**src/rtl/rpnh_pkg.sv**
```systemverilog
`timescale 1ns / 1ps
package rpnh_pkg;

   localparam int MAX_VERTICES = 64;
   localparam int ANGLE_BITS   = 12;
   localparam int VIDX_W       = $clog2(MAX_VERTICES);
   localparam int QUARTER      = 1 << (ANGLE_BITS - 2);
   localparam int CSR_INDEX_W  = 2;

   localparam logic [CSR_INDEX_W-1:0] CSR_VERTEX_COUNT = 2'd0;
   localparam logic [CSR_INDEX_W-1:0] CSR_PARALLEL_EPS = 2'd1;

   localparam logic KIND_LOAD  = 1'b0;
   localparam logic KIND_QUERY = 1'b1;

   localparam longint unsigned PI_HALF_Q30 = 64'd1686629713;
   localparam longint unsigned ONE_Q30     = 64'd1 << 30;

   typedef struct packed {
      logic               kind;
      logic [5:0]         vertex_index;
      logic signed [31:0] vertex_x;
      logic signed [31:0] vertex_y;
      logic signed [31:0] origin_x;
      logic signed [31:0] origin_y;
      logic [11:0]        angle_code;
   } req_type;

   typedef struct packed {
      logic [31:0] distance;
      logic        hit;
   } rsp_type;

   typedef logic [QUARTER-1:0][14:0] rom_type;

   function automatic logic [14:0] round_q14(input longint v);
      longint c;
      c = v;
      if (c < 0) c = 0;
      if (c > longint'(ONE_Q30)) c = longint'(ONE_Q30);
      c = (c + 32768) >>> 16;
      return c[14:0];
   endfunction

   function automatic rom_type gen_rom(input bit want_cos);
      rom_type         rom;
      longint unsigned x;
      longint unsigned x2;
      longint unsigned term;
      longint          s_acc;
      longint          c_acc;
      for (int r = 0; r < QUARTER; r++) begin
         x = (longint'(r) * PI_HALF_Q30) >> (ANGLE_BITS - 2);
         x2 = (x * x) >> 30;
         s_acc = longint'(x);
         term = x;
         term = ((term * x2) >> 30) / 64'd6;   s_acc = s_acc - longint'(term);
         term = ((term * x2) >> 30) / 64'd20;  s_acc = s_acc + longint'(term);
         term = ((term * x2) >> 30) / 64'd42;  s_acc = s_acc - longint'(term);
         term = ((term * x2) >> 30) / 64'd72;  s_acc = s_acc + longint'(term);
         term = ((term * x2) >> 30) / 64'd110; s_acc = s_acc - longint'(term);
         term = ((term * x2) >> 30) / 64'd156; s_acc = s_acc + longint'(term);
         c_acc = longint'(ONE_Q30);
         term = ONE_Q30;
         term = ((term * x2) >> 30) / 64'd2;   c_acc = c_acc - longint'(term);
         term = ((term * x2) >> 30) / 64'd12;  c_acc = c_acc + longint'(term);
         term = ((term * x2) >> 30) / 64'd30;  c_acc = c_acc - longint'(term);
         term = ((term * x2) >> 30) / 64'd56;  c_acc = c_acc + longint'(term);
         term = ((term * x2) >> 30) / 64'd90;  c_acc = c_acc - longint'(term);
         term = ((term * x2) >> 30) / 64'd132; c_acc = c_acc + longint'(term);
         term = ((term * x2) >> 30) / 64'd182; c_acc = c_acc - longint'(term);
         rom[r] = want_cos ? round_q14(c_acc) : round_q14(s_acc);
      end
      return rom;
   endfunction

endpackage

```
**src/rtl/rpnh_div.sv**
```systemverilog
`timescale 1ns / 1ps
module rpnh_div import rpnh_pkg::*; (
   input  logic        clock,
   input  logic        reset,
   input  logic        start,
   input  logic [66:0] num,
   input  logic [48:0] den,
   output logic        done,
   output logic [31:0] quot
);

   logic [48:0] rem_ff, rem_in;
   logic [31:0] low_ff, low_in;
   logic [31:0] q_ff, q_in;
   logic [4:0]  cnt_ff, cnt_in;
   logic        run_ff, run_in;
   logic        done_ff, done_in;
   logic [49:0] trial;
   logic [48:0] den_ff;

   assign trial = {rem_ff, low_ff[31]};

   always_comb begin
      rem_in  = rem_ff;
      low_in  = low_ff;
      q_in    = q_ff;
      cnt_in  = cnt_ff;
      run_in  = run_ff;
      done_in = 1'b0;
      if (start) begin
         if (num >= {den, 18'd0}) begin
            q_in    = '1;
            done_in = 1'b1;
         end else begin
            rem_in = num[66:18];
            low_in = {num[17:0], 14'd0};
            q_in   = '0;
            cnt_in = '1;
            run_in = 1'b1;
         end
      end else if (run_ff) begin
         low_in = {low_ff[30:0], 1'b0};
         if (trial >= {1'b0, den_ff}) begin
            rem_in = 49'(trial - {1'b0, den_ff});
            q_in   = {q_ff[30:0], 1'b1};
         end else begin
            rem_in = trial[48:0];
            q_in   = {q_ff[30:0], 1'b0};
         end
         cnt_in = cnt_ff - 5'd1;
         if (cnt_ff == 5'd0) begin
            run_in  = 1'b0;
            done_in = 1'b1;
         end
      end
   end

   always_ff @(posedge clock) begin
      if (reset) begin
         run_ff  <= 1'b0;
         done_ff <= 1'b0;
      end else begin
         run_ff  <= run_in;
         done_ff <= done_in;
      end
      rem_ff <= rem_in;
      low_ff <= low_in;
      q_ff   <= q_in;
      cnt_ff <= cnt_in;
      if (start) den_ff <= den;
   end

   assign done = done_ff;
   assign quot = q_ff;

endmodule

```
**config.mk**
```make
export PLATFORM = sky130hd
export DESIGN_NAME = rpnh_div
export DESIGN_NICKNAME = d
export VERILOG_FILES = /design/src/rtl/rpnh_pkg.sv /design/src/rtl/rpnh_div.sv
export SDC_FILE = /design/constraint.sdc
export NUM_CORES = 1
export LEC_CHECK = 0
export ABC_AREA = 1
export ABC_CLOCK_PERIOD_IN_PS = 19160
export BUFFER_PORTS_ARGS = -buffer_cell sky130_fd_sc_hd__buf_2
export CAP_MARGIN = 40
export CORE_MARGIN = 1.5
export CORE_UTILIZATION = 60
export CTS_BUF_LIST = sky130_fd_sc_hd__clkbuf_4
export CTS_CLUSTER_DIAMETER = 60
export DETAILED_ROUTE_END_ITERATION = 6
export GPL_TIMING_DRIVEN = 0
export PLACE_DENSITY = 0.88
export SYNTH_ARGS = -nofsm -noshare
export SYNTH_HDL_FRONTEND = slang
export SYNTH_SLANG_ARGS = --single-unit
```
**constraint.sdc**
```tcl
create_clock -name clock -period 19.16 [get_ports clock]
set_input_delay 3.832 -clock clock [delete_from_list [all_inputs] [get_ports clock]]
set_output_delay 3.832 -clock clock [all_outputs]
set_load 0.01 [all_outputs]
```
# == Word-level counts from Yosys, hierarchy flattened ==
# Index checks and enable logic that the tools add are counted.
# totals
ff_bits,169
inputBits,119
out_inout_bits,33
# classes
add_sub_neg,2
magnitude_cmp,2
n_eq_ne,1
muxes,22
n_reduce_logical,3
# ops
cell,count
49-bit 2-to-1 mux,4
32-bit 2-to-1 mux,6
67-bit >= comparator,1
50-bit by 49-bit >= comparator with 1-bit output,1
49-bit subtractor,1
5-bit 2-to-1 mux,3
1-bit 2-to-1 mux,9
5-bit zero test,1
"5-bit by 1-bit subtractor with 5-bit output, second input constant",1
"2-bit inequality test, second input constant",1
2-bit AND reduction,1
2-bit nonzero test,1

# == Depth between registers and ports, before layout ==
# Gate-level depths: netlist of run 1.
# depth
depth_word,4
mapped_depth,17
mapped_depth_nobuf,17

# == Worst setup path before layout of run 1 ==
# OpenSTA, ideal clock, no wires.
# synth_path
path_kind,input to register
from,input port start
to,"register cnt_ff[0], enable pin"
setup_time_ns,0.612
t_arrival_ns,10.298
slack_ns,8.250
cell_stages,4
cell_sequence,clkbuf_1 -> inv_1 -> nand2_1 -> a21boi_0
# synth_between
elab_chain_cells,2
elab_cells_between_ends,3
# synth_lines
element,line_no,text
"start, declared",rpnh_div.sv:5,"input logic start,"
2-bit inequality test (no line) / 2-bit nonzero test (equally long branches),n/a,
2-bit AND reduction (no line) *,n/a,
"end signal, assigned",rpnh_div.sv:69,cnt_ff <= cnt_in;
"end, declared",rpnh_div.sv:15,"logic [4:0] cnt_ff, cnt_in;"
# Every way passes the cells marked *; elsewhere a longest branch is shown, timed or not.
# A chain may end at the register's enable or synchronous reset.

# == Worst setup path in the final report of run 1 ==
# layout_path
from,input port start
to,"register rem_ff[12], enable pin"
# layout_between
elab_chain_cells,2
elab_cells_between_ends,3
# layout_lines
element,line_no,text
2-bit inequality test (no line) / 2-bit nonzero test (equally long branches),n/a,
2-bit AND reduction (no line) *,n/a,
"end signal, assigned",rpnh_div.sv:66,rem_ff <= rem_in;
"end, declared",rpnh_div.sv:12,"logic [48:0] rem_ff, rem_in;"
# Marked as above.

==> results of run 1 <==
stage by stage:
stage | util [%] | instance area [um2] | power [uW]
2_1_floorplan | - | 12500 | 851
3_3_place_gp | 66.9 | 13600 | 1010
3_5_place_dp | 67.5 | 13800 | 1030
4_1_cts | 69.0 | 14000 | 1240
5_1_grt | 69.0 | 14000 | 1330
6_report | 69.0 | 14000 | 1260
cells in the mapped netlist (4+ instances only):
cell type | n | area [um2]
nand3_1 | 99 | 495
ha_1 | 99 | 1240
nor2_1 | 107 | 402
inv_2 | 10 | 37.5
nor2_2 | 8 | 50.1
buf_2 | 8 | 40.0
nand2_1 | 745 | 2800
nand4_1 | 29 | 181
nor4_1 | 4 | 25.0
and2_1 | 4 | 25.0
nand3b_1 | 45 | 338
inv_1 | 344 | 1290
nor3_1 | 9 | 45.0
edfxtp_1 | 153 | 4590
a21oi_1 | 51 | 255
buf_1 | 4 | 15.0
xnor2_1 | 21 | 184
o21ai_0 | 22 | 110
clkbuf_1 | 19 | 71.3
o21bai_1 | 4 | 30.0
layer usage:
metal	global-route usage [%]	routed length, um
met1	50.1	16000
met2	56.4	17000
met3	6.17	4210
met4	11.0	919
met5	0	0
power breakdown:
part / switching [uW] / leakage, uW / total, uW / internal (uW)
Sequential: 22.7 / 0.00152 / 457 / 434
Clock: 155 / 0.000155 / 216 / 61.7
Combinational: 387 / 0.00599 / 586 / 198
Total: 565 / 0.00767 / 1260 / 694
logic make-up (layout without fill, tap and decap cells):
family,Yosys count,in the layout,share of synthesized area (%)
AOI/OAI and AO/OA,84,84,3.66
xor gates and xnor gates,22,22,1.54
adders and majority gates,100,100,10.0
buffers and inverters,389,577,11.9
DFF,155,155,37.0
other,0,1,0
and+or+nand+nor,1061,1061,35.8
cell type report:
cell class                      instances  area, um2
Tap cell                              270        338
Clock inverter                         14        156
Clock buffer                           18        135
Antenna cell                            1       2.50
Sequential cell                       155       4630
Fill cell                            1756       6320
Inverter                              355       1330
Multi-Input combinational cell       1267       6410
Timing Repair Buffer                  156        878
Buffer                                 34        160
worst min-delay path by stage:
stage                             start                  end
finish              run_ff$_SDFFE_PP0P_      done$_SDFF_PP0_
global route        run_ff$_SDFFE_PP0P_      done$_SDFF_PP0_
floorplan           run_ff$_SDFFE_PP0P_      done$_SDFF_PP0_
CTS                 run_ff$_SDFFE_PP0P_      done$_SDFF_PP0_
global placement    run_ff$_SDFFE_PP0P_  run_ff$_SDFFE_PP0P_
detailed placement  run_ff$_SDFFE_PP0P_      done$_SDFF_PP0_
critical path, stage by stage:
cell and delay (ns):
buf_2 0.41, buf_12 0.29, clkbuf_1 0.43, inv_1 0.19
nand2_1 0.61, buf_16 0.23, a21boi_4 0.46, buf_12 0.25
buf_16 0.21
sequential cells by signal (all words and copies together), names as in the netlist:
name    cells
cnt_ff      5
den_ff     49
done        1
low_ff     18
quot       32
rem_ff     49
run_ff      1
==> results.ini, run 1 <==
[final_layout]
drive_above_1_share_pct=11.5
layout_common_cells=nand2_1 (745), inv_1 (344), buf_2 (159)
finalNonFillerCells=2270
syn2layout_area_growth_pct=12.1
layout_commonest_cell=nand2_1
final_nets=2205

[outcome]
violations=design-rule violations
status=finished, violations left

[route]
drtPass1Iterations=7
drtIter0Drc=1149
wire_per_inst_um=16.8
antenna_left=0
num_vias=12300
drc=12
wl_um=38100
viasPerCell=5.40

[placed_design]
place_ws_ns=11.88
dp_cells=2237
portBuffers=151
dp_hpwl_um=30700
gp_congestion=0.999

[synth]
syn_inst=1811
yosysSeqAreaShare_pct=37.0
synth_area_um2=12500
syn_avg_cell_area_um2=6.92
ys.warnings.count=0
ys_types=42
synth_ff_type=edfxtp_1
postSynth.asyncResetShare_pct=0
synth-edff-count=153
synth_nets=2030
ys_ff_latch=155

[clock_network]
cts.hold.buffers_added=0
clk_pin_slew_ns=0.15
cts-buffers-inserted=17
htreeDepth=4
cts_num_sinks=155
clock_latency_ns=0.61
cts_setup_buffers=0
clock_path_buffers=2
cts_tree=built
root_buffer=clkbuf_4
cts_resized=0

[floorplan]
die_w_um=147
rows=52
initial_utilization_pct=61.5
io_pins=152
dieArea_um2=21800
die_y_um=147
core-area_um2=20400

[timing]
whs_ns=0.499
min_period_ns=6.65
rsz0062_at_grt=false
fin_setup_tns_ns=0
clock_skew_ns=0.0381
setup_viol=0
relSlewSlack_pct=43.0
setup_slack_ns=12.51
worst_slew_pin_slew_ns=0.856
maxSlewViolCount=0
hold_viol=0
period_share_pct=34.7
fmax_ghz=0.150

[global_route]
grt_pass1_wl_um=59600
grt_start_max_net_pins=34
antenna_found_initial=1
grt_overflow=0
grt_pass1_vias=11600
grt_use_total_pct=35.6

[min_path]
min_path_type=reg2reg
hold_depth=2

[setup_path]
cp-startpoint=start
regToRegStartpoint=rem_ff[9]$_DFFE_PP_
crit_type=in2reg
worstSetupStartpointType=input port
rrSetupSlack_ns=16.14
critPathCapture=rem_ff[12]$_DFFE_PP_
r2r_end=rem_ff[25]$_DFFE_PP_
cp_data_arrival_time_ns=6.97
ff2ff_path_depth=14
cp_data_required_time_ns=19.48
critPathCaptureType=register
worstPathMaxFanout=33

[power_and_ir_drop]
p_per_area_nw_per_um2=89.6
p_leak_uw=0.00767
ir_drop_v=0.0000538

[run]
max-cap-violations=0

No activity file was read; power rests on OpenSTA's default activity.
==> run 2, diff against run 1 <==
ABC_CLOCK_PERIOD_IN_PS = 6800   (was 19160)
clock period = 6.8 ns   (was 19.16 ns; I/O delays follow)
==> results.ini, run 2 (synthesis results as in run 1) <==
[timing]
relSlewSlack_pct=42.2  ; -0.74 points
setup_viol=0  ; unchanged
rsz0062_at_grt=false
fmax_ghz=0.234
maxSlewViolCount=0  ; unchanged
hold_viol=0  ; unchanged
period_share_pct=62.9
clock_skew_ns=0.0362  ; -0.00199 ns
min_period_ns=4.27
worst_slew_pin_slew_ns=0.865  ; +0.00908 ns
whs_ns=0.499  ; -0.000648 ns

[global_route]
antenna_found_initial=1  ; unchanged
grt_pass1_wl_um=59800  ; +0.30%
grt_pass1_vias=11700  ; +0.70%
grt_start_max_net_pins=34  ; unchanged
grt_use_total_pct=35.6  ; about the same
grt_overflow=0  ; unchanged

[clock_network]
clock_path_buffers=2  ; unchanged
cts_resized=0  ; unchanged
clk_pin_slew_ns=0.16  ; about the same
cts_setup_buffers=0  ; unchanged
cts_tree=built
cts_num_sinks=155  ; unchanged
htreeDepth=4  ; unchanged
clock_latency_ns=0.60  ; about the same
cts.hold.buffers_added=0  ; unchanged
root_buffer=clkbuf_4
cts-buffers-inserted=17  ; unchanged

[final_layout]
drive_above_1_share_pct=11.5  ; unchanged
syn2layout_area_growth_pct=12.1  ; about the same
layout_commonest_cell=nand2_1
layout_common_cells=nand2_1 (745), inv_1 (344), buf_2 (159)
utilization_pct=69.0  ; about the same
final_nets=2205  ; unchanged
finalNonFillerCells=2270  ; unchanged
fillers=1770  ; +0.80%

[setup_path]
max_stage_delay_ns=0.69  ; +0.08 ns
rrSetupSlack_ns=3.82  ; -12.32 ns
regToRegStartpoint=low_ff[31]$_DFFE_PP_
cp_data_required_time_ns=7.12  ; -12.36 ns
cp_data_arrival_time_ns=4.59  ; -2.38 ns
critPathCaptureType=register
crit_type=in2reg
r2r_end=rem_ff[22]$_DFFE_PP_
worstSetupStartpointType=input port
crit_chain=buf_2, buf_12, clkbuf_1, inv_1, nand2_1, buf_16, a21boi_4, buf_12, buf_16
worstPathMaxFanout=33  ; unchanged
ff2ff_path_depth=13  ; -1
slowest_stage=nand2_1
cp_top_family=buffers and inverters
path_buf_inv=7  ; unchanged

[route]
viasPerCell=5.38  ; -0.44%
wl_um=38000  ; -0.36%
drtIter0Drc=1140  ; -0.78%
wire_per_inst_um=16.7  ; -0.36%
antenna_left=0  ; unchanged
drc=0  ; -12
drtPass1Iterations=6  ; -1
num_vias=12200  ; -0.44%

[run]
max-cap-violations=0  ; unchanged

[floorplan]
die_y_um=147  ; unchanged
io_pins=152  ; unchanged
core-area_um2=20400  ; unchanged
initial_utilization_pct=61.5  ; unchanged
die_w_um=147  ; unchanged
dieArea_um2=21800  ; unchanged
rows=52  ; unchanged

[placed_design]
dp_hpwl_um=31200  ; +1.5%
dp_cells=2237  ; unchanged
gp_congestion=0.974  ; -2.5%
portBuffers=151  ; unchanged

[power_and_ir_drop]
ir_drop_v=0.000237  ; +340%
p_per_area_nw_per_um2=252  ; +180%
p_leak_uw=0.00766  ; about the same
total_power_uw=3530  ; +180%

[min_path]
worstHoldStart=run_ff$_SDFFE_PP0P_
min_path_type=reg2reg
holdPathEnd=done$_SDFF_PP0_
hold_depth=2  ; unchanged

[outcome]
status=finished clean

-- run 2: changes by cell type in the layout (fill, tap and decap cells not counted), sizes merged --
cell,change
clkinvlp,+1
clkinv,-1
-- run 2: where the power goes --
group	internal [uW]	switching, uW	total [uW]
registers	1220	64.3	1290
clock network	172	425	596
logic	560	1090	1650
total	1950	1580	3530
-- run 2: final cells by class --
class | instances | area, um2 | share of cell area, %
timing repair buffer | 156 | 878 | 6.25
clock inverter | 14 | 153 | 1.09
multi-input combinational | 1267 | 6410 | 45.6
inverter | 355 | 1330 | 9.49
tap | 270 | 338 | 2.41
sequential | 155 | 4630 | 33.0
antenna | 1 | 2.50 | 0.0178
clock buffer | 18 | 135 | 0.962
buffer | 34 | 160 | 1.14
-- run 2: how the worst max path moves through the flow --
| stage | from | end | slack [ns] | cells after the start |
|---|---|---|---|---|
| CTS | start | rem_ff[6]$_DFFE_PP_ | 2.58 | 9 |
| floorplan | start | cnt_ff[0]$_SDFFCE_PP1P_ | 0.24 | 4 |
| global route | start | rem_ff[11]$_DFFE_PP_ | 2.34 | 9 |
| global placement | start | rem_ff[15]$_DFFE_PP_ | -2.72 | 5 |
| finish | start | rem_ff[13]$_DFFE_PP_ | 2.53 | 9 |
| detailed placement | start | rem_ff[15]$_DFFE_PP_ | 1.95 | 9 |
-- run 2: per-stage QoR --
stage	TNS, ns	setup WS, ns	area (um2)
global placement	-194.84	-2.72	13600
CTS	0	2.58	14000
floorplan	0	0.236	12500
detailed placement	0	1.95	13800
global route	0	2.34	14000
finish	0	2.53	14000
-- run 2: layer usage --
| layer | share of wire (%) | vias up | track usage [%] |
|---|---|---|---|
| met5 | 0 | - | 0 |
| met4 | 2.3 | 0 | 10.1 |
| met3 | 9.6 | 55 | 5.86 |
| met2 | 45 | 577 | 58.1 |
| met1 | 43 | 5560 | 49.2 |
| li1 | - | 6015 | - |
-- run 2: worst reg2reg max path, stage by stage (launching register included) --
cell and delay, ns:
edfxtp_1 0.41, inv_1 0.10, ha_1 0.14, inv_1 0.10
fa_1 0.47, nand3_1 0.14, nand3_2 0.16, nand2_1 0.11
nand2_2 0.11, nand3_4 0.20, buf_1 0.42, nand3b_1 0.18
nand3_1 0.14, nand2_1 0.08
==> run 3, diff against run 2 <==
ABC_CLOCK_PERIOD_IN_PS = 3800   (was 6800)
CORE_UTILIZATION = 55   (was 60)
PLACE_DENSITY = 0.85   (was 0.88)
clock period = 3.8 ns   (was 6.8 ns; I/O delays follow)
==> results.ini, run 3 (synthesis results as in run 1) <==
[timing]
period_share_pct=88.9
setup_slack_ns=0.421  ; -2.10 ns
rsz0062_at_grt=false
setup_viol=0  ; unchanged
relSlewSlack_pct=46.3  ; +4.1 points
min_period_ns=3.38
worst_slew_pin_slew_ns=0.805  ; -0.0593 ns
whs_ns=0.325  ; -0.174 ns
maxSlewViolCount=0  ; unchanged
clock_skew_ns=0.0329  ; -0.00324 ns
fin_setup_tns_ns=0  ; unchanged
hold_viol=0  ; unchanged
fmax_ghz=0.296

[power_and_ir_drop]
p_leak_uw=0.00765  ; about the same
total_power_uw=6290  ; +78%
p_int_uw=3490  ; +79%
p_clk_share_pct=16.9  ; about the same
netSwitchingFraction_pct=44.5  ; -0.16 points
pwr-share-comb_pct=46.5  ; -0.2 points
power_frac_seq_pct=36.6  ; +0.2 points
ir_drop_v=0.000256  ; +7.9%
switchingPower_uw=2800  ; +77%
p_per_area_nw_per_um2=448  ; +78%

[setup_path]
worstPathMaxFanout=34  ; +3.0%
cp_data_required_time_ns=4.11  ; -3.01 ns
cp-startpoint=start
cp_data_arrival_time_ns=3.69  ; -0.90 ns
critPathCaptureType=register
regToRegStartpoint=rem_ff[15]$_DFFE_PP_
crit_type=in2reg
worstSetupStartpointType=input port

[global_route]
grt_pass1_wl_um=59200  ; -1.1%
grt_use_total_pct=32.6  ; -3.1 points
grt_use_met1_pct=45.0  ; -4.1 points
grt_busiest_layer=met2
grt_overflow=0  ; unchanged
antenna_found_initial=1  ; unchanged
use_met3_pct=4.68  ; -1.2 points
grt_pass1_vias=11600  ; -0.94%
met2_usage_pct=53.2  ; -5.0 points
grt_start_max_net_pins=35  ; +2.9%

[route]
num_vias=12200  ; -0.41%
drc=0  ; unchanged
wl_um=37800  ; -0.39%
drtPass1Iterations=5  ; -1
viasPerCell=5.32  ; -1.1%
antenna_left=0  ; unchanged
wire_per_inst_um=16.5  ; -1.0%
drtIter0Drc=1013  ; -11%

[final_layout]
drive_above_1_share_pct=11.6  ; +0.050 points
syn2layout_area_growth_pct=12.1  ; about the same
layout_common_cells=nand2_1 (744), inv_1 (344), buf_2 (159)
fillers=2051  ; +16%
layout_commonest_cell=nand2_1
final_nets=2205  ; unchanged

[floorplan]
die_w_um=154  ; +4.4%
die_y_um=154  ; +4.4%
rows=55  ; +5.8%
core-area_um2=22500  ; +11%
initial_utilization_pct=55.7  ; -5.8 points
dieArea_um2=23700  ; +8.9%
io_pins=152  ; unchanged

[clock_network]
clk_pin_slew_ns=0.15  ; about the same
clock_latency_ns=0.61  ; about the same
clock_path_buffers=2  ; unchanged
root_buffer=clkbuf_4
cts-buffers-inserted=17  ; unchanged
cts_setup_buffers=0  ; unchanged
htreeDepth=4  ; unchanged
cts_tree=built
cts_num_sinks=155  ; unchanged

[placed_design]
dp_hpwl_um=31300  ; +0.23%
gp_congestion=0.960  ; -1.4%
place_ws_ns=-0.482  ; -2.44 ns
portBuffers=151  ; unchanged

[min_path]
worstHoldStart=reset
min_path_type=in2reg

[outcome]
status=finished clean

[run]
max-cap-violations=0  ; unchanged

run 3: cell types whose count changed in the layout (fill, tap and decap cells not counted):
cell      delta
buf_8        +1
nand2_1      -1
clkinv_4     -2
nand2_2      +1
clkinv_8     -1
inv_6        +3
buf_16       -1
run 3: final timing paths:
kind	endpoint	slack (ns)	cells after the start
min reg2reg	done$_SDFF_PP0_	0.50	2
max	rem_ff[10]$_DFFE_PP_	0.42	9
min	done$_SDFF_PP0_	0.32	2
max reg2reg	rem_ff[25]$_DFFE_PP_	0.84	14
run 3: through the flow:
| stage | instance area (um2) | utilization, % | instances |
|---|---|---|---|
| after global routing | 14000 | 62.4 | 2285 |
| after floorplan | 12500 | - | 1811 |
| after global placement | 13600 | 60.7 | 2247 |
| after CTS | 14000 | 62.4 | 2284 |
| final | 14000 | 62.4 | 2285 |
| after detailed placement | 13800 | 61.1 | 2252 |
run 3: area by class of cell:
type                            instances  area, um2  area share (%)
Antenna cell                            1       2.50          0.0178
Buffer                                 34        160            1.14
Clock buffer                           18        135           0.962
Clock inverter                         14        145            1.03
Inverter                              355       1330            9.49
Multi-Input combinational cell       1267       6410            45.7
Sequential cell                       155       4630            33.0
Tap cell                              285        357            2.54
Timing Repair Buffer                  156        866            6.16
run 3: power by group through the flow:
stage                     logic (uW)  registers (uW)  clock network (uW)
final                           2930            2300                1060
after global routing            3270            2320                1120
after CTS                       2880            2300                1060
after detailed placement        2870            2330                   0
after global placement          2780            2330                   0
after floorplan                 1950            2330                   0
run 3: critical path: stages:
cell and delay (ns):
buf_2 0.41, buf_12 0.29, clkbuf_1 0.41, inv_1 0.22, nand2_2 0.42, buf_8 0.23, a21boi_4 0.44, buf_12 0.25
buf_16 0.21
run 3: what timing repair did:
action                     in CTS  in global routing
setup endpoints to repair       0                 18
hold buffers                    0                  0
resized for setup               0                  1
run 3: routing by layer:
layer	wire, um	part of all wire, %
met5	0	0
met1	16900	45
met2	17100	45
met4	756	2.0
met3	3100	8.2
